[src/hw/rtl/tld_pkg.sv]
// ----------------------------------------------------------------------------
// tld_pkg
// Shared types, constants and helpers for the terminal line discipline core.
// ----------------------------------------------------------------------------
package tld_pkg;

    // sizes
    localparam int RING_DEPTH = 32768;
    localparam int LINE_MAX   = 4096;
    localparam int PTR_W      = $clog2(RING_DEPTH);
    localparam int CNT_W      = $clog2(RING_DEPTH + 1);
    localparam int LINE_W     = $clog2(LINE_MAX + 1);
    localparam int SUM_W      = ((CNT_W > LINE_W) ? CNT_W : LINE_W) + 1;
    localparam int EOF_W      = 16;
    localparam logic [EOF_W-1:0] EOF_MAX = {EOF_W{1'b1}};

    // command queue between front and back
    localparam int QDEPTH  = 4;
    localparam int QPTR_W  = $clog2(QDEPTH);
    localparam int QCNT_W  = $clog2(QDEPTH + 1);
    localparam int STEP_W  = 2;

    // characters
    localparam logic [7:0] CH_CR = 8'h0d;
    localparam logic [7:0] CH_LF = 8'h0a;
    localparam logic [7:0] CH_BS = 8'h08;
    localparam logic [7:0] CH_SP = 8'h20;

    // mode flag bit positions
    localparam int MF_ICRNL  = 0;
    localparam int MF_OPOST  = 1;
    localparam int MF_ONLCR  = 2;
    localparam int MF_ISIG   = 3;
    localparam int MF_ICANON = 4;
    localparam int MF_ECHO   = 5;
    localparam int MF_ECHOE  = 6;
    localparam int MODE_W    = 7;

    typedef enum logic [1:0] {
        FUNC_KEY   = 2'd0,
        FUNC_OUT   = 2'd1,
        FUNC_POP   = 2'd2,
        FUNC_FLUSH = 2'd3
    } func_t;

    typedef enum logic [2:0] {
        CFG_MODE  = 3'd0,
        CFG_INTR  = 3'd1,
        CFG_QUIT  = 3'd2,
        CFG_ERASE = 3'd3,
        CFG_KILL  = 3'd4,
        CFG_EOF   = 3'd5
    } cfg_idx_t;

    typedef enum logic [2:0] {
        KIND_TERM   = 3'd0,
        KIND_READ   = 3'd1,
        KIND_INTR   = 3'd2,
        KIND_QUIT   = 3'd3,
        KIND_EOF    = 3'd4,
        KIND_NODATA = 3'd5,
        KIND_FULL   = 3'd6
    } kind_t;

    // result sequence a command expands into
    typedef enum logic [2:0] {
        SEQ_NONE  = 3'd0,   // no result
        SEQ_ONE   = 3'd1,   // one result of given kind and byte
        SEQ_CRB   = 3'd2,   // cr then byte
        SEQ_ERASE = 3'd3,   // backspace, space, backspace
        SEQ_READ  = 3'd4    // byte read from the ring
    } seq_t;

    typedef struct packed {
        seq_t              seq;
        kind_t             kind;
        logic [7:0]        data;
        logic              canon;
        logic              we;
        logic [PTR_W-1:0]  addr;
    } cmd_t;

    // ring pointer advance, inc never exceeds the ring depth
    function automatic logic [PTR_W-1:0] ptr_add(input logic [PTR_W-1:0] p,
                                                 input logic [SUM_W-1:0] inc);
        logic [SUM_W-1:0] s;
        s = SUM_W'(p) + inc;
        if (s >= SUM_W'(RING_DEPTH))
        begin
            s = s - SUM_W'(RING_DEPTH);
        end
        return s[PTR_W-1:0];
    endfunction

endpackage

[src/hw/rtl/tld_fifo.sv]
// ----------------------------------------------------------------------------
// tld_fifo
// Short command queue between the classify front and the execute back.
// ----------------------------------------------------------------------------
module tld_fifo
    import tld_pkg::*;
(
    input  logic clk,
    input  logic rst_n,
    input  logic push,
    input  cmd_t din,
    output logic full,
    input  logic pop,
    output logic valid,
    output cmd_t dout
);

    cmd_t              mem_reg [QDEPTH];
    logic [QPTR_W-1:0] wr_ptr_reg, wr_ptr_next;
    logic [QPTR_W-1:0] rd_ptr_reg, rd_ptr_next;
    logic [QCNT_W-1:0] cnt_reg, cnt_next;

    // pointer and fill count update
    always_comb
    begin
        wr_ptr_next = wr_ptr_reg;
        rd_ptr_next = rd_ptr_reg;
        cnt_next    = cnt_reg;
        if (push)
        begin
            wr_ptr_next = (wr_ptr_reg == QPTR_W'(QDEPTH - 1)) ? '0 : wr_ptr_reg + 1'b1;
        end
        if (pop)
        begin
            rd_ptr_next = (rd_ptr_reg == QPTR_W'(QDEPTH - 1)) ? '0 : rd_ptr_reg + 1'b1;
        end
        if (push && !pop)
        begin
            cnt_next = cnt_reg + 1'b1;
        end
        else if (pop && !push)
        begin
            cnt_next = cnt_reg - 1'b1;
        end
    end

    always_ff @(posedge clk or negedge rst_n)
    begin
        if (!rst_n)
        begin
            wr_ptr_reg <= '0;
            rd_ptr_reg <= '0;
            cnt_reg    <= '0;
        end
        else
        begin
            wr_ptr_reg <= wr_ptr_next;
            rd_ptr_reg <= rd_ptr_next;
            cnt_reg    <= cnt_next;
        end
    end

    // entry storage
    always_ff @(posedge clk)
    begin
        if (push)
        begin
            mem_reg[wr_ptr_reg] <= din;
        end
    end

    assign full  = (cnt_reg == QCNT_W'(QDEPTH));
    assign valid = (cnt_reg != '0);
    assign dout  = mem_reg[rd_ptr_reg];

endmodule

[config.mk]
export PLATFORM = sky130hd
export DESIGN_NAME = tld_fifo
export DESIGN_NICKNAME = d
export VERILOG_FILES = /design/src/hw/rtl/tld_pkg.sv /design/src/hw/rtl/tld_fifo.sv
export SDC_FILE = /design/constraint.sdc
export NUM_CORES = 1
export LEC_CHECK = 0
export BUFFER_PORTS_ARGS = -buffer_cell sky130_fd_sc_hd__buf_2
export CORE_MARGIN = 1.5
export CORE_UTILIZATION = 41
export CTS_BUF_LIST = sky130_fd_sc_hd__clkbuf_2
export DETAILED_ROUTE_END_ITERATION = 6
export PLACE_DENSITY = 0.71
export SYNTH_ARGS = -nofsm -noshare
export SYNTH_HDL_FRONTEND = slang
export SYNTH_SLANG_ARGS = --single-unit
[constraint.sdc]
create_clock -name clk -period 1.91 [get_ports clk]
set_input_delay 0.382 -clock clk [delete_from_list [all_inputs] [get_ports clk]]
set_output_delay 0.382 -clock clk [all_outputs]
set_load 0.02 [all_outputs]
=== Yosys cells after proc, flatten, opt, wreduce, memory -nomap -nowiden ===
Memories as Yosys holds them, arrays and structs flattened.
Index checks and enable logic that the tools add are counted.

* Register bits: 7
* RAM bits: 124
* Input port bits: 35
* Output and inout port bits: 33
* Logic and storage cells: 23
* Memories kept: 1

{| class="wikitable"
|+ Memory list
! memory !! words !! width !! read ports !! clocked after Yosys merged registers in !! wr ports !! line !! RTL
|-
| mem_reg || 4 || 31 || 1 || 0 || 1 || tld_fifo.sv:18 || <nowiki>cmd_t mem_reg [QDEPTH];</nowiki>
|}

* $add $sub $neg: 4
* Equal/unequal tests: 3
* Mux-type cells: 6
* Reduce and logical (&&, ||, !) cells: 6

{| class="wikitable"
|+ Operators by type and width
! operator !! number
|-
| 3-bit 2-to-1 mux || 2
|-
| 2-bit by 1-bit adder with 2-bit output, second input constant || 2
|-
| 2-bit equality test, second input constant || 2
|-
| 2-bit 2-to-1 mux || 2
|-
| 3-bit by 1-bit adder with 3-bit output, second input constant || 1
|-
| 3-bit equality test, second input constant || 1
|-
| 3-bit nonzero test || 1
|-
| 3-bit by 1-bit subtractor with 3-bit output, second input constant || 1
|-
| 1-bit logical AND || 2
|-
| 1-bit zero test || 2
|-
| 1-bit 2-to-1 mux || 2
|-
| 2-bit nonzero test || 1
|}

=== Depth between registers and ports, before layout ===
* Depth after elaboration: 4
* Mapped depth: 7
* Gate-level depth less buffers: 7

=== Worst setup path after synthesis ===
OpenSTA, ideal clock, no wires.

* Path type: register to register
* Start: register wr_ptr_reg[0]
* End: memory mem_reg[2][0] (netlist bit), enable pin
* Setup time: 0.391 ns
* Arrival time: 1.391 ns
* Data required time: 1.519 ns
* Path slack: 0.128 ns
* Stages on the path, launching flop included: 4
* Buffers on the path: 0
* Clock period less this slack: 1.782 ns
* Path through: dfrtp_1 inv_1 ha_1 and2_1

{| class="wikitable"
|+ RTL lines
! element !! line !! RTL
|-
| start: declaration || tld_fifo.sv:19 || <nowiki>logic [QPTR_W-1:0] wr_ptr_reg, wr_ptr_next;</nowiki>
|-
| start signal: assignment || tld_fifo.sv:57 || <nowiki>wr_ptr_reg <= wr_ptr_next;</nowiki>
|-
| end: declaration || tld_fifo.sv:18 ||
|}

No word-level cell before the write port.

==> impl_metrics.tcl <==
set metrics [dict create \
    drive_above_1_share_pct 45.2 \
    ant_nets 0 \
    cp-start-kind "flip-flop" \
    worstPathMaxFanout 6 \
    worst-slew-pin-transition_ps 459 \
    yosysWarnings 0 \
    ys_seq_elements 131 \
    worst-setup-path-type "reg2out" \
    violations "negative setup slack" \
    largest_reg_flops 124 \
    layout.nets 376 \
    drc 0 \
    setup_viol 32 \
    r2r_setup_slack_ps 280 \
    fin_ws_ps -528 \
    overflow 0 \
    vdd_drop_max_uv 791 \
    grt_first_pass_wirelength_um 13700 \
    fp.dieW_um 113 \
    netlist_area_um2 4930 \
    cts_buffer_depth 2 \
    cts_tree "built" \
    clock_skew_ps 42.8 \
    dpl.hpwl_um 5150 \
    period_share_pct 128 \
    reg2reg_depth 6 \
    timing.fmax_mhz 410 \
    final.min_clock_period_ps 2440 \
    path_clk_slew_ps 200 \
    yosysUniqueCellTypes 19 \
    worstHoldStart "din[16]" \
    htreeDepth 4 \
    first_pass_iters 4 \
    end_kind "output pin" \
    drt_first_iter_violations 183 \
    numClockSinks 131 \
    grt_antenna_before_repair 0 \
    critPathArrivalTime_ps 2060 \
    cts_buffers 17 \
    rsz0062_at_grt "yes" \
    required_ps 1530 \
    slew_headroom_pct 69.4 \
    final_common_cell "edfxtp_1" \
    layout_common_cells "edfxtp_1, dlygate4sd3_1, buf_2, buf_6, mux4_2" \
    clk_latency_ps 690 \
    cts-root-buf "clkbuf_2" \
    hp-class "in2reg" \
    areaGrowthSynthToFinish_pct 30.9 \
    portBuffers 67 \
    whs_ps 430 \
    core_area_um2 11600 \
    post_drt_wl_per_cell_um 18.4 \
    status "finished with violations" \
    p_leak_nw 2.30 \
    post_dp_cell_area_um2 5540 \
    synth_fp_nets 241 \
    routed-via-count 2447 \
    track_usage_pct 15.3 \
    slew_viol_final 0 \
    rows 39 \
    synth_seq_area_share_pct 79.0 \
    routed_wl_um 9020 \
    dieArea_um2 12700 \
    fin_area_um2 6450 \
    syn_inst 199 \
    min_path_cells 2 \
    whs_endpoint "mem_reg[1][16]" \
    grt_pass1_vias 2588 \
    syn-mean-instance-area_um2 24.8 \
    drv_cap 0 \
    synth.top_cell.area_share_pct 75.5 \
    r2r-end "rd_ptr_reg[1]" \
    synth_area_leaders "edfxtp_1, mux4_2, dfrtp_1" \
    start_util_pct 42.6 \
    die_h_um 113 \
    final_hold_viol_count 0 \
    place_congestion 0.684 \
    fin_setup_tns_ps -15850 \
    yosys.area.top_type "edfxtp_1" \
    diodes 0 \
    grt_max_degree 32 \
    avgViaCountPerCell 4.99 \
    crit-reg2reg-launch "rd_ptr_reg[0]" \
    num_io_pins 68 \
    power_density_nw_per_um2 1460 \
]
synth_stat cells:
cell type	number
edfxtp_1	124
mux4_2	28
dfrtp_1	7
ha_1	6
and2_1	4
inv_1	4
buf_12	3
buf_2	3
mux2_2	3
mux4_1	3
nor2_1	3
nand2_1	2
o21ai_0	2
xor2_1	2
buf_6	1
fa_1	1
nor3b_1	1
or3_1	1
xnor2_1	1
report_power, final:
group	internal, mW	total, mW	switching (mW)
registers	3.69	3.89	0.195
clock network	0.582	1.58	0.997
logic	2.14	3.94	1.80
total	6.42	9.40	2.99
area by class of cell:
| cell class | instances | area, um2 |
|---|---|---|
| inverters | 4 | 15.0 |
| well taps | 143 | 179 |
| fillers | 882 | 5110 |
| clock inverters | 15 | 143 |
| repair buffers | 123 | 1200 |
| multi-input cells | 57 | 931 |
| clock buffers | 17 | 85.1 |
| flip-flops and latches | 131 | 3900 |
metrics by stage:
stage | cells | worst slack, ps | util [%] | power (mW)
after global placement | 412 | 181 | 47.9 | 6.87
final | 490 | -528 | 55.8 | 9.40
after global routing | 490 | -687 | 55.8 | 9.90
after CTS | 484 | -625 | 53.6 | 8.81
after detailed placement | 412 | 127 | 47.9 | 6.94
after floorplan | 199 | 128 | - | 5.98
critical path: stages (launching register included):
cell and delay, ps:
dfrtp_2 420, buf_12 140, clkbuf_16 160, mux4_2 510
buf_6 150
cell families after synthesis:
family	share of synthesized area, %
adder cells (fa/ha/maj)	1.93
XOR/XNOR	0.533
multiplexers	15.1
buffers and inverters	2.05
flip-flops	79.0
AO/OA/AOI/OAI	0.203
AND/OR/NAND/NOR	1.17
per-layer routing:
metal	part of all wire [%]	routed length, um	vias up	global-route usage (%)
li1	-	-	1101	-
met1	42	3760	1259	18.2
met2	52	4680	75	25.2
met3	5.1	463	12	5.89
met4	1.3	119	0	6.50
met5	0	0	-	0
how the worst max path moves through the flow:
stage / depth (start not counted) / end / startpoint
after floorplan: 3 / mem_reg[2][0] / wr_ptr_reg[0]
after CTS: 3 / dout[2] / rd_ptr_reg[0]
after detailed placement: 3 / dout[29] / rd_ptr_reg[0]
after global routing: 4 / dout[20] / rd_ptr_reg[0]
final: 4 / dout[15] / rd_ptr_reg[0]
after global placement: 3 / dout[28] / rd_ptr_reg[0]
what timing repair did:
| item | in CTS | in global routing |
|---|---|---|
| setup endpoints to repair | 33 | 33 |
| hold endpoints to repair | 135 | 0 |
| pin swaps | 1 | 1 |
| resized for setup | 20 | 51 |
| gates cloned | 0 | 2 |
| buffers inserted | 5 | 4 |
| hold buffers | 35 | 0 |
No activity file was read; power rests on OpenSTA's default activity.
