<file path="src/hw/rtl/tld_pkg.sv">
// ----------------------------------------------------------------------------
// tld_pkg
// Shared types, constants and helpers for the terminal line discipline core.
// ----------------------------------------------------------------------------
package tld_pkg;

    // sizes
    localparam int RING_DEPTH = 32768;
    localparam int LINE_MAX   = 4096;
    localparam int PTR_W      = $clog2(RING_DEPTH);
    localparam int CNT_W      = $clog2(RING_DEPTH + 1);
    localparam int LINE_W     = $clog2(LINE_MAX + 1);
    localparam int SUM_W      = ((CNT_W > LINE_W) ? CNT_W : LINE_W) + 1;
    localparam int EOF_W      = 16;
    localparam logic [EOF_W-1:0] EOF_MAX = {EOF_W{1'b1}};

    // command queue between front and back
    localparam int QDEPTH  = 4;
    localparam int QPTR_W  = $clog2(QDEPTH);
    localparam int QCNT_W  = $clog2(QDEPTH + 1);
    localparam int STEP_W  = 2;

    // characters
    localparam logic [7:0] CH_CR = 8'h0d;
    localparam logic [7:0] CH_LF = 8'h0a;
    localparam logic [7:0] CH_BS = 8'h08;
    localparam logic [7:0] CH_SP = 8'h20;

    // mode flag bit positions
    localparam int MF_ICRNL  = 0;
    localparam int MF_OPOST  = 1;
    localparam int MF_ONLCR  = 2;
    localparam int MF_ISIG   = 3;
    localparam int MF_ICANON = 4;
    localparam int MF_ECHO   = 5;
    localparam int MF_ECHOE  = 6;
    localparam int MODE_W    = 7;

    typedef enum logic [1:0] {
        FUNC_KEY   = 2'd0,
        FUNC_OUT   = 2'd1,
        FUNC_POP   = 2'd2,
        FUNC_FLUSH = 2'd3
    } func_t;

    typedef enum logic [2:0] {
        CFG_MODE  = 3'd0,
        CFG_INTR  = 3'd1,
        CFG_QUIT  = 3'd2,
        CFG_ERASE = 3'd3,
        CFG_KILL  = 3'd4,
        CFG_EOF   = 3'd5
    } cfg_idx_t;

    typedef enum logic [2:0] {
        KIND_TERM   = 3'd0,
        KIND_READ   = 3'd1,
        KIND_INTR   = 3'd2,
        KIND_QUIT   = 3'd3,
        KIND_EOF    = 3'd4,
        KIND_NODATA = 3'd5,
        KIND_FULL   = 3'd6
    } kind_t;

    // result sequence a command expands into
    typedef enum logic [2:0] {
        SEQ_NONE  = 3'd0,   // no result
        SEQ_ONE   = 3'd1,   // one result of given kind and byte
        SEQ_CRB   = 3'd2,   // cr then byte
        SEQ_ERASE = 3'd3,   // backspace, space, backspace
        SEQ_READ  = 3'd4    // byte read from the ring
    } seq_t;

    typedef struct packed {
        seq_t              seq;
        kind_t             kind;
        logic [7:0]        data;
        logic              canon;
        logic              we;
        logic [PTR_W-1:0]  addr;
    } cmd_t;

    // ring pointer advance, inc never exceeds the ring depth
    function automatic logic [PTR_W-1:0] ptr_add(input logic [PTR_W-1:0] p,
                                                 input logic [SUM_W-1:0] inc);
        logic [SUM_W-1:0] s;
        s = SUM_W'(p) + inc;
        if (s >= SUM_W'(RING_DEPTH))
        begin
            s = s - SUM_W'(RING_DEPTH);
        end
        return s[PTR_W-1:0];
    endfunction

endpackage

</file>
<file path="src/hw/rtl/tld_front.sv">
// ----------------------------------------------------------------------------
// tld_front
// Accepts requests, holds configuration and ring pointers, classifies each
// request and queues one command describing memory access and results.
// ----------------------------------------------------------------------------
module tld_front
    import tld_pkg::*;
(
    input  logic       clk,
    input  logic       rst_n,
    input  logic       in_valid,
    output logic       in_ready,
    input  logic [1:0] func,
    input  logic [7:0] data_byte,
    input  logic       cfg_valid,
    input  logic [2:0] cfg_index,
    input  logic [7:0] cfg_data,
    input  logic       q_full,
    output logic       push,
    output cmd_t       cmd
);

    logic [MODE_W-1:0] mode_reg;
    logic [7:0]        intr_reg;
    logic [7:0]        quit_reg;
    logic [7:0]        erase_reg;
    logic [7:0]        kill_reg;
    logic [7:0]        eofc_reg;

    logic [PTR_W-1:0]  rp_reg, rp_next;
    logic [PTR_W-1:0]  cp_reg, cp_next;
    logic [CNT_W-1:0]  cc_reg, cc_next;
    logic [LINE_W-1:0] el_reg, el_next;
    logic [EOF_W-1:0]  eof_reg, eof_next;

    logic              cfg_we;

    assign in_ready = !q_full;
    assign push     = in_valid && !q_full;

    // a register write waits while a request is being taken
    assign cfg_we   = cfg_valid && !push;

    // classify request and compute next pointer state
    always_comb
    begin
        logic [7:0]        ch;
        logic              canon;
        logic              is_eof;
        logic [LINE_W-1:0] el1;
        logic [SUM_W-1:0]  fill;

        rp_next  = rp_reg;
        cp_next  = cp_reg;
        cc_next  = cc_reg;
        el_next  = el_reg;
        eof_next = eof_reg;

        ch = data_byte;
        if (ch == CH_CR && mode_reg[MF_ICRNL])
        begin
            ch = CH_LF;
        end
        canon  = mode_reg[MF_ICANON];
        is_eof = canon && (ch != 8'd0) && (ch == eofc_reg);
        el1    = el_reg;
        fill   = SUM_W'(cc_reg) + SUM_W'(el_reg);

        cmd.seq   = SEQ_NONE;
        cmd.kind  = KIND_TERM;
        cmd.data  = ch;
        cmd.canon = canon;
        cmd.we    = 1'b0;
        cmd.addr  = ptr_add(cp_reg, SUM_W'(el_reg));

        if (push)
        begin
            unique case (func_t'(func))
                FUNC_KEY:
                begin
                    priority if (fill >= SUM_W'(RING_DEPTH))
                    begin
                        // ring full, reject
                        cmd.seq  = SEQ_ONE;
                        cmd.kind = KIND_FULL;
                        cmd.data = 8'd0;
                    end
                    else if (mode_reg[MF_ISIG] && (ch != 8'd0) &&
                             (ch == intr_reg || ch == quit_reg))
                    begin
                        // signal character, interrupt wins
                        cmd.seq  = SEQ_ONE;
                        cmd.kind = (ch == intr_reg) ? KIND_INTR : KIND_QUIT;
                        cmd.data = 8'd0;
                        rp_next  = '0;
                        cp_next  = '0;
                        cc_next  = '0;
                        el_next  = '0;
                    end
                    else if (canon && (ch != 8'd0) && (ch == erase_reg))
                    begin
                        // erase last edited byte
                        if (el_reg != '0)
                        begin
                            el_next = el_reg - 1'b1;
                            if (mode_reg[MF_ECHO] && mode_reg[MF_ECHOE])
                            begin
                                cmd.seq = SEQ_ERASE;
                            end
                        end
                    end
                    else if (canon && (ch != 8'd0) && (ch == kill_reg))
                    begin
                        // kill edited line
                        el_next = '0;
                        if (mode_reg[MF_ECHO])
                        begin
                            cmd.seq  = SEQ_CRB;
                            cmd.data = CH_LF;
                        end
                    end
                    else
                    begin
                        // store byte and commit where the line ends
                        if (canon)
                        begin
                            if (!is_eof && el_reg < LINE_W'(LINE_MAX))
                            begin
                                cmd.we = 1'b1;
                                el1    = el_reg + 1'b1;
                            end
                        end
                        else
                        begin
                            cmd.we = 1'b1;
                            el1    = el_reg + 1'b1;
                        end
                        if (!canon || ch == CH_LF || is_eof || el1 >= LINE_W'(LINE_MAX))
                        begin
                            if (is_eof && el1 == '0 && eof_reg != EOF_MAX)
                            begin
                                eof_next = eof_reg + 1'b1;
                            end
                            cp_next = ptr_add(cp_reg, SUM_W'(el1));
                            cc_next = CNT_W'(SUM_W'(cc_reg) + SUM_W'(el1));
                            el_next = '0;
                        end
                        else
                        begin
                            el_next = el1;
                        end
                        // echo
                        if (!is_eof && mode_reg[MF_ECHO])
                        begin
                            cmd.seq = (ch == CH_LF) ? SEQ_CRB : SEQ_ONE;
                        end
                    end
                end
                FUNC_OUT:
                begin
                    cmd.data = data_byte;
                    if (data_byte == CH_LF && mode_reg[MF_OPOST] && mode_reg[MF_ONLCR])
                    begin
                        cmd.seq = SEQ_CRB;
                    end
                    else
                    begin
                        cmd.seq = SEQ_ONE;
                    end
                end
                FUNC_POP:
                begin
                    cmd.data = 8'd0;
                    priority if (cc_reg != '0)
                    begin
                        cmd.seq  = SEQ_READ;
                        cmd.kind = KIND_READ;
                        cmd.addr = rp_reg;
                        rp_next  = ptr_add(rp_reg, SUM_W'(1));
                        cc_next  = cc_reg - 1'b1;
                    end
                    else if (eof_reg != '0)
                    begin
                        cmd.seq  = SEQ_ONE;
                        cmd.kind = KIND_EOF;
                        eof_next = eof_reg - 1'b1;
                    end
                    else
                    begin
                        cmd.seq  = SEQ_ONE;
                        cmd.kind = KIND_NODATA;
                    end
                end
                FUNC_FLUSH:
                begin
                    rp_next  = '0;
                    cp_next  = '0;
                    cc_next  = '0;
                    el_next  = '0;
                    eof_next = '0;
                end
            endcase
        end
        else if (cfg_we && cfg_index == CFG_MODE && canon && !cfg_data[MF_ICANON])
        begin
            // leaving canonical mode commits the edited line
            cp_next = ptr_add(cp_reg, SUM_W'(el_reg));
            cc_next = CNT_W'(SUM_W'(cc_reg) + SUM_W'(el_reg));
            el_next = '0;
        end
    end

    // pointer state
    always_ff @(posedge clk or negedge rst_n)
    begin
        if (!rst_n)
        begin
            rp_reg  <= '0;
            cp_reg  <= '0;
            cc_reg  <= '0;
            el_reg  <= '0;
            eof_reg <= '0;
        end
        else
        begin
            rp_reg  <= rp_next;
            cp_reg  <= cp_next;
            cc_reg  <= cc_next;
            el_reg  <= el_next;
            eof_reg <= eof_next;
        end
    end

    // configuration registers
    always_ff @(posedge clk or negedge rst_n)
    begin
        if (!rst_n)
        begin
            mode_reg  <= {MODE_W{1'b1}};
            intr_reg  <= 8'd3;
            quit_reg  <= 8'd28;
            erase_reg <= 8'd127;
            kill_reg  <= 8'd21;
            eofc_reg  <= 8'd4;
        end
        else if (cfg_we)
        begin
            unique case (cfg_index)
                CFG_MODE:  mode_reg  <= cfg_data[MODE_W-1:0];
                CFG_INTR:  intr_reg  <= cfg_data;
                CFG_QUIT:  quit_reg  <= cfg_data;
                CFG_ERASE: erase_reg <= cfg_data;
                CFG_KILL:  kill_reg  <= cfg_data;
                CFG_EOF:   eofc_reg  <= cfg_data;
                default:   ;
            endcase
        end
    end

endmodule

</file>
<file path="config.mk">
export PLATFORM = sky130hd
export DESIGN_NAME = tld_front
export DESIGN_NICKNAME = d
export VERILOG_FILES = /design/src/hw/rtl/tld_pkg.sv /design/src/hw/rtl/tld_front.sv
export SDC_FILE = /design/constraint.sdc
export NUM_CORES = 1
export LEC_CHECK = 0
export BUFFER_PORTS_ARGS = -buffer_cell sky130_fd_sc_hd__buf_2
export CORE_ASPECT_RATIO = 0.8
export CORE_MARGIN = 8
export CORE_UTILIZATION = 60
export CTS_CLUSTER_DIAMETER = 60
export DETAILED_ROUTE_END_ITERATION = 6
export GPL_ROUTABILITY_DRIVEN = 1
export GPL_TIMING_DRIVEN = 0
export HOLD_SLACK_MARGIN = 0.03
export PLACE_DENSITY = 0.81
export SETUP_SLACK_MARGIN = 0.1
export SLEW_MARGIN = 25
export SYNTH_ARGS = -nofsm -noshare
export SYNTH_HDL_FRONTEND = slang
export SYNTH_SLANG_ARGS = --single-unit
</file>
<file path="constraint.sdc">
create_clock -name clk -period 5.1 [get_ports clk]
set_clock_uncertainty 0.05 [all_clocks]
set_input_delay 0 -clock clk [delete_from_list [all_inputs] [get_ports clk]]
set_output_delay 0 -clock clk [all_outputs]
set_load 0.02 [all_outputs]
</file>
# Yosys cells after proc, flatten, opt, wreduce, memory -nomap -nowiden
# Cells that the tools add are included.
# classes
n_mux,83
n_reduce_logical,48
addsub,13
n_eq_ne,35
order_cmp,6
# op_table
cell,count
$mux W16,17
$mux W15,15
$mux W13,16
$pmux W16 S3,2
$ge A16 B16 Y1 const B,3
$pmux W15 S3,1
$sub A15 B1 Y15 const B,3
$eq A8 B8 Y1,5
$mux W8,5
$add A15 B13 Y16,2
$reduce_bool A16 Y1,2
$sub A16 B1 Y16 const B,2
$pmux W15 S2,1
$mux W14,2
$pmux W13 S2,1
$eq A8 B4 Y1 const B,3
$pmux W8 S3,1
$ne A2 B2 Y1 const B,10
$logic_and A1 B1 Y1,19
$add A16 B13 Y17,1
$ge A17 B16 Y1 const B,1
$add A15 B1 Y16 const B,1
$add A16 B1 Y16 const B,1
$add A16 B13 Y16,1
36 further kinds,70
# word_totals
out_inout_bits,33
inputBits,26
regBits,122
wordCells,196

# Depth between registers and ports, before layout
# logic_depth
ltp_word,26
mapped_depth,20
depth_no_buf,17

# Worst setup path after synthesis
# OpenSTA, ideal clock, no wires.
# synth_timing
path_type,input -> register
start,in data_byte[5]
end,reg cc_reg[14]
path_stages,19
setup_slack_ps,861
required_time_ps,4924
setup_time_ps,126
t_arrival_ps,4063
n_path_buf,3
path_cell_list,buf_4 or4_4 o31ai_4 xor2_2 a31oi_1 buf_2 and2_1 buf_1 xor2_1 ha_1 a211oi_1 a21o_1 a211oi_1 o31ai_1 a21boi_0 o21a_1 a2111o_1 nand3_1 a21oi_1
# synth_via
elab_chain_len,24
elab_cells_between_ends,43
cone_classes,add/sub (1); order compare (1); eq/ne (10); mux (16); reduce/logical (15)
# synth_rtl
element,line_no,text
start: declaration,tld_front.sv:14,"input logic [7:0] data_byte,"
$eq A8 B4 Y1,tld_front.sv:60,if (ch == CH_CR && mode_reg[MF_ICRNL])
$logic_and A1 B1 Y1,tld_front.sv:60,
$mux W8 *,tld_front.sv:60,
$reduce_bool A8 Y1,n/a,
$logic_and A1 B1 Y1,"tld_front.sv:65, tld_front.sv:100, tld_front.sv:112",
$logic_and A1 B1 Y1,tld_front.sv:65,is_eof = canon && (ch != 8'd0) && (ch == eofc_reg);
$logic_not A1 Y1,tld_front.sv:127,if (!is_eof && el_reg < LINE_W'(LINE_MAX))
$logic_and A1 B1 Y1,tld_front.sv:127,
[... 8 more ...],n/a,
$add A16 B13 Y16,tld_front.sv:145,cc_next = CNT_W'(SUM_W'(cc_reg) + SUM_W'(el1));
$mux W16,tld_front.sv:138,if (!canon || ch == CH_LF || is_eof || el1 >= LINE_W'(LINE_MAX))
$mux W16,tld_front.sv:112,else if (canon && (ch != 8'd0) && (ch == kill_reg))
$mux W16,tld_front.sv:100,else if (canon && (ch != 8'd0) && (ch == erase_reg))
$mux W16,tld_front.sv:88,else if (mode_reg[MF_ISIG] && (ch != 8'd0) &&
$mux W16,tld_front.sv:81,priority if (fill >= SUM_W'(RING_DEPTH))
$pmux W16 S3,tld_front.sv:78,unique case (func_t'(func))
$mux W16,tld_front.sv:76,if (push)
end signal: assignment,tld_front.sv:228,cc_reg <= cc_next;
end: declaration,tld_front.sv:32,"logic [CNT_W-1:0] cc_reg, cc_next;"
# Every way passes the cells marked *; elsewhere a longest branch is shown, timed or not. The select of a mux whose other input is x is not followed.
# A chain may end at the register's enable or synchronous reset.

# Final worst setup path
# layout_timing
start,reg mode_reg[0]
end,reg cc_reg[13]
# layout_via
elab_chain_len,23
elab_cells_between_ends,42
cone_classes,add/sub (1); order compare (1); eq/ne (9); mux (16); reduce/logical (15)
# layout_rtl
element,line_no,text
start: declaration,tld_front.sv:23,logic [MODE_W-1:0] mode_reg;
start signal: assignment,tld_front.sv:239,mode_reg <= {MODE_W{1'b1}};
start signal: assignment,tld_front.sv:249,CFG_MODE: mode_reg <= cfg_data[MODE_W-1:0];
$logic_and A1 B1 Y1 *,tld_front.sv:60,
$mux W8 *,tld_front.sv:60,
$reduce_bool A8 Y1,n/a,
$logic_and A1 B1 Y1,"tld_front.sv:65, tld_front.sv:100, tld_front.sv:112",
$logic_and A1 B1 Y1,tld_front.sv:65,
$logic_not A1 Y1,tld_front.sv:127,
$logic_and A1 B1 Y1,tld_front.sv:127,
$mux W13,tld_front.sv:127,
[... 7 more ...],n/a,
$add A16 B13 Y16,tld_front.sv:145,
$mux W16,tld_front.sv:138,
$mux W16,tld_front.sv:112,
$mux W16,tld_front.sv:100,
$mux W16,tld_front.sv:88,
$mux W16,tld_front.sv:81,
$pmux W16 S3,tld_front.sv:78,
$mux W16,tld_front.sv:76,
# Marks and branches as above.

==> summary.md <==
| Metric | Value |
|---|---|
| H-tree depth | 4 |
| Die Y | ~140 µm |
| Register bit total from synthesis | 122 |
| Vias per cell | 6.58 |
| Pleak | 5.26 nW |
| Initial antenna violation count | 0 |
| Detailed-route wire length per cell | 20.2 µm |
| CTS tree | done |
| Max_cap viols | 0 |
| Commonest non-fill, non-tap cell in the layout | nand2_1 |
| Post-route DRC | 0 |
| Min-Delay Path Class | input pin to flop |
| Fin crit share | 0.938 |
| Crit path kind | flop to flop |
| Longest Clk Path Bufs | 2 |
| Distinct cells, synth | 86 |
| Clock root cell | clkbuf_16 |
| Tot Pwr | 4.63 mW |
| Final Non-Filler Cells | between 1500 and 2000 |
| Worst setup EP type | flop |
| Synthesis Warnings | 0 |
| Hold Fails Final Rpt | 0 |
| Placeable Area | 17900 µm² |
| Top cell type's share of synthesized area | 0.228 |
| Post-Synthesis Cell Area | 10900 µm² |
| CP Launch Type | flop |
| Async SR Flop Fraction | 1.00 |
| Min-delay src | in_valid |
| Detail Route Antenna Nets | 0 |
| Routability cong. | 0.967 |
| Final WL | ~33000 µm |
| Most frequent cells in the layout | nand2_1 (109), nor2_1 (101), dfrtp_1 (99) |
| Ranking of synthesized cells by area | dfrtp_1 (23%), ha_1 (8.6%), mux2_2 (6.3%) |
| Final nets | 1473 |
| Global Route Usage Sum | 0.283 |
| Final Max Slew Viols | 0 |
| Critical path required time | roughly 5.3 ns |
| Port buffer count | 50 |
| Die area | ~23000 µm² |
| Mapped Cells | about 1300 |
| Fin crit period | around 4.8 ns |
| Row count | 44 |
| Final count of negative-setup-slack endpoints | 0 |
| Slew headroom | 0.281 |
| Critical Path AT | approximately 5 ns |
| Cell Count Post-Placement | 1562 |
| HPWL Detailed | 23600 µm |
| Largest net degree at the start of global routing | between 70 and 80 |
| Mean Syn Cell Area | 8.49 µm² |
| RSZ-0062 raised after global routing | true |
| Gr ovfl total | 0 |
| Max FO, Critical Path | 10 |
| PD cells | approximately 380 nW/µm² |
| Max Freq | approximately 210 MHz |
| CP Launch Point | mode_reg[0] |
| Antenna diodes | 0 |
| DRT iter0 DRCs | 1300 |
| RR Startpoint | mode_reg[0] |
| Reg-to-reg slack, setup | between 0.3 and 0.4 ns |
| Top_reg_cell synth | dfrtp_1 |
| Die width | 166 µm |
| Cts bufs inserted | 17 |
| Worst-skew pair later-pin latency | 0.44 ns |
| Initial Util | 0.605 |
| Worst-Margin Slew | 1.07 ns |
| Vias after detailed routing | approximately 11000 |
| Area Overhead vs Synth | 13.0% |
| Worst VDD drop | ~260 µV |
| Share of layout cells above drive strength 1 | 0.159 |
| # IOs | 59 |
| Vias in the first global route | 9880 |
| Sequential area share after synthesis | 0.284 |
| Synth area leader | dfrtp_1 |
| Status | completed |
| Net Count, Synth | 1386 |
| Clk pin slew, worst setup/hold paths | 0.06 ns |
| Number of synthesized flops with an enable pin | 0 |
| CTS Sinks | 122 |
| First-pass GRT wire length | 51400 µm |
| Pre-antenna DRT Iters | 6 |
-- where the power goes --
group / switching (mW) / total [mW] / internal (mW) / leakage [nW]
clock network: 0.549 / 1.25 / 0.701 / 0.290
registers: 0.295 / 1.53 / 1.23 / 1.47
logic: 1.03 / 1.85 / 0.818 / 3.50
total: 1.88 / 4.63 / 2.75 / 5.26
-- critical path: stages (launching register included) --
cell       delay [ns]
dfstp_2          0.58
nand2_1          0.14
o31ai_4          0.43
xor2_2           0.15
a31oi_2          0.28
clkbuf_4         0.28
and2_1           0.14
clkbuf_2         0.20
nand3_1          0.15
xnor2_2          0.33
ha_1             0.31
o21a_1           0.11
o21a_1           0.18
nand4_1          0.08
nand2_1          0.09
o31ai_1          0.29
o21ai_0          0.23
a2111oi_1        0.49
a311oi_1         0.11
-- what timing repair did --
item,in CTS,in global routing
hold endpoints to repair,150,0
pin swaps,0,1
endpoints found under the setup margin,4,9
buffers inserted,0,1
resized for setup,2,11
hold buffers,15,0
-- metal layers --
metal  track usage  share of wire  routed length (µm)  vias to the layer above
li1              -              -                   -                     4917
met1         0.381           0.44               14300                     5025
met2         0.439           0.44               14300                      582
met3        0.0694           0.10                3250                       64
met4        0.0969          0.021                 669                        0
met5             0              0                   0                        -
-- cell type report --
class                      count  area (µm²)
clock buffer                  17         425
tap                          230         288
timing repair buffer          68         445
buffer                        64         285
clock inverter                15         173
fill                        1418        5670
sequential                   122        3080
inverter                      31         116
multi-input combinational   1063        7460
-- cell usage after synthesis, types with 5 or more instances --
master     count
nor2_1       101
inv_1         29
nor4_1        18
and3_1        24
nand2b_1      14
o21a_1        12
dfrtp_1       99
o21ai_0       92
and2_1        15
nor2b_1        6
nor3_1        42
nand3b_1       7
buf_4          5
fa_1           5
o21ai_1       23
o2111ai_1      6
nand2_1      109
a31oi_1       14
nand4_1       17
mux2_2        61
clkbuf_1      40
ha_1          75
or3_1          7
or4_1          5
o221ai_1       9
o41ai_1       13
xor2_1        49
dfstp_2       23
o211ai_1       7
o22ai_1        9
xnor2_1       69
o31ai_1        9
o21bai_1       8
buf_1          6
a21oi_1       82
a21o_1        19
buf_2         12
a22oi_1       13
a211oi_1       9
nand3_1       40
-- worst paths after layout --
path	endpoint	cells past startpoint
max in group asynchronous	el_reg[9]	4
min	mode_reg[6]	5
min in group asynchronous	cp_reg[8]	3
max	cc_reg[13]	18
max reg2reg	cc_reg[13]	18
min reg2reg	rp_reg[14]	1
-- cell families (layout without fill, tap and decap cells) --
| family | Yosys count | count (layout) | share of synthesized area |
|---|---|---|---|
| XOR/XNOR | 119 | 119 | 0.0966 |
| buffers and inverters | 95 | 195 | 0.0366 |
| flip-flops | 122 | 122 | 0.284 |
| AND/OR/NAND/NOR | 423 | 423 | 0.191 |
| AO/OA/AOI/OAI | 375 | 375 | 0.228 |
| adder cells (fa/ha/maj) | 80 | 80 | 0.0956 |
| multiplexers | 66 | 66 | 0.0680 |
-- metrics by stage --
stage	hold slack, ns	setup WS, ns	TNS, ns	cell area [µm²]	utilization
floorplan	-0.346	0.861	0	10900	-
global placement	0.207	0.0167	0	11400	0.635
detailed placement	-0.114	-0.0662	-0.0662	11400	0.638
CTS	0.0554	0.122	0	12200	0.680
global route	0.0947	0.0541	0	12300	0.684
finish	0.0712	0.317	0	12300	0.684
No activity file was read; power rests on OpenSTA's default activity.
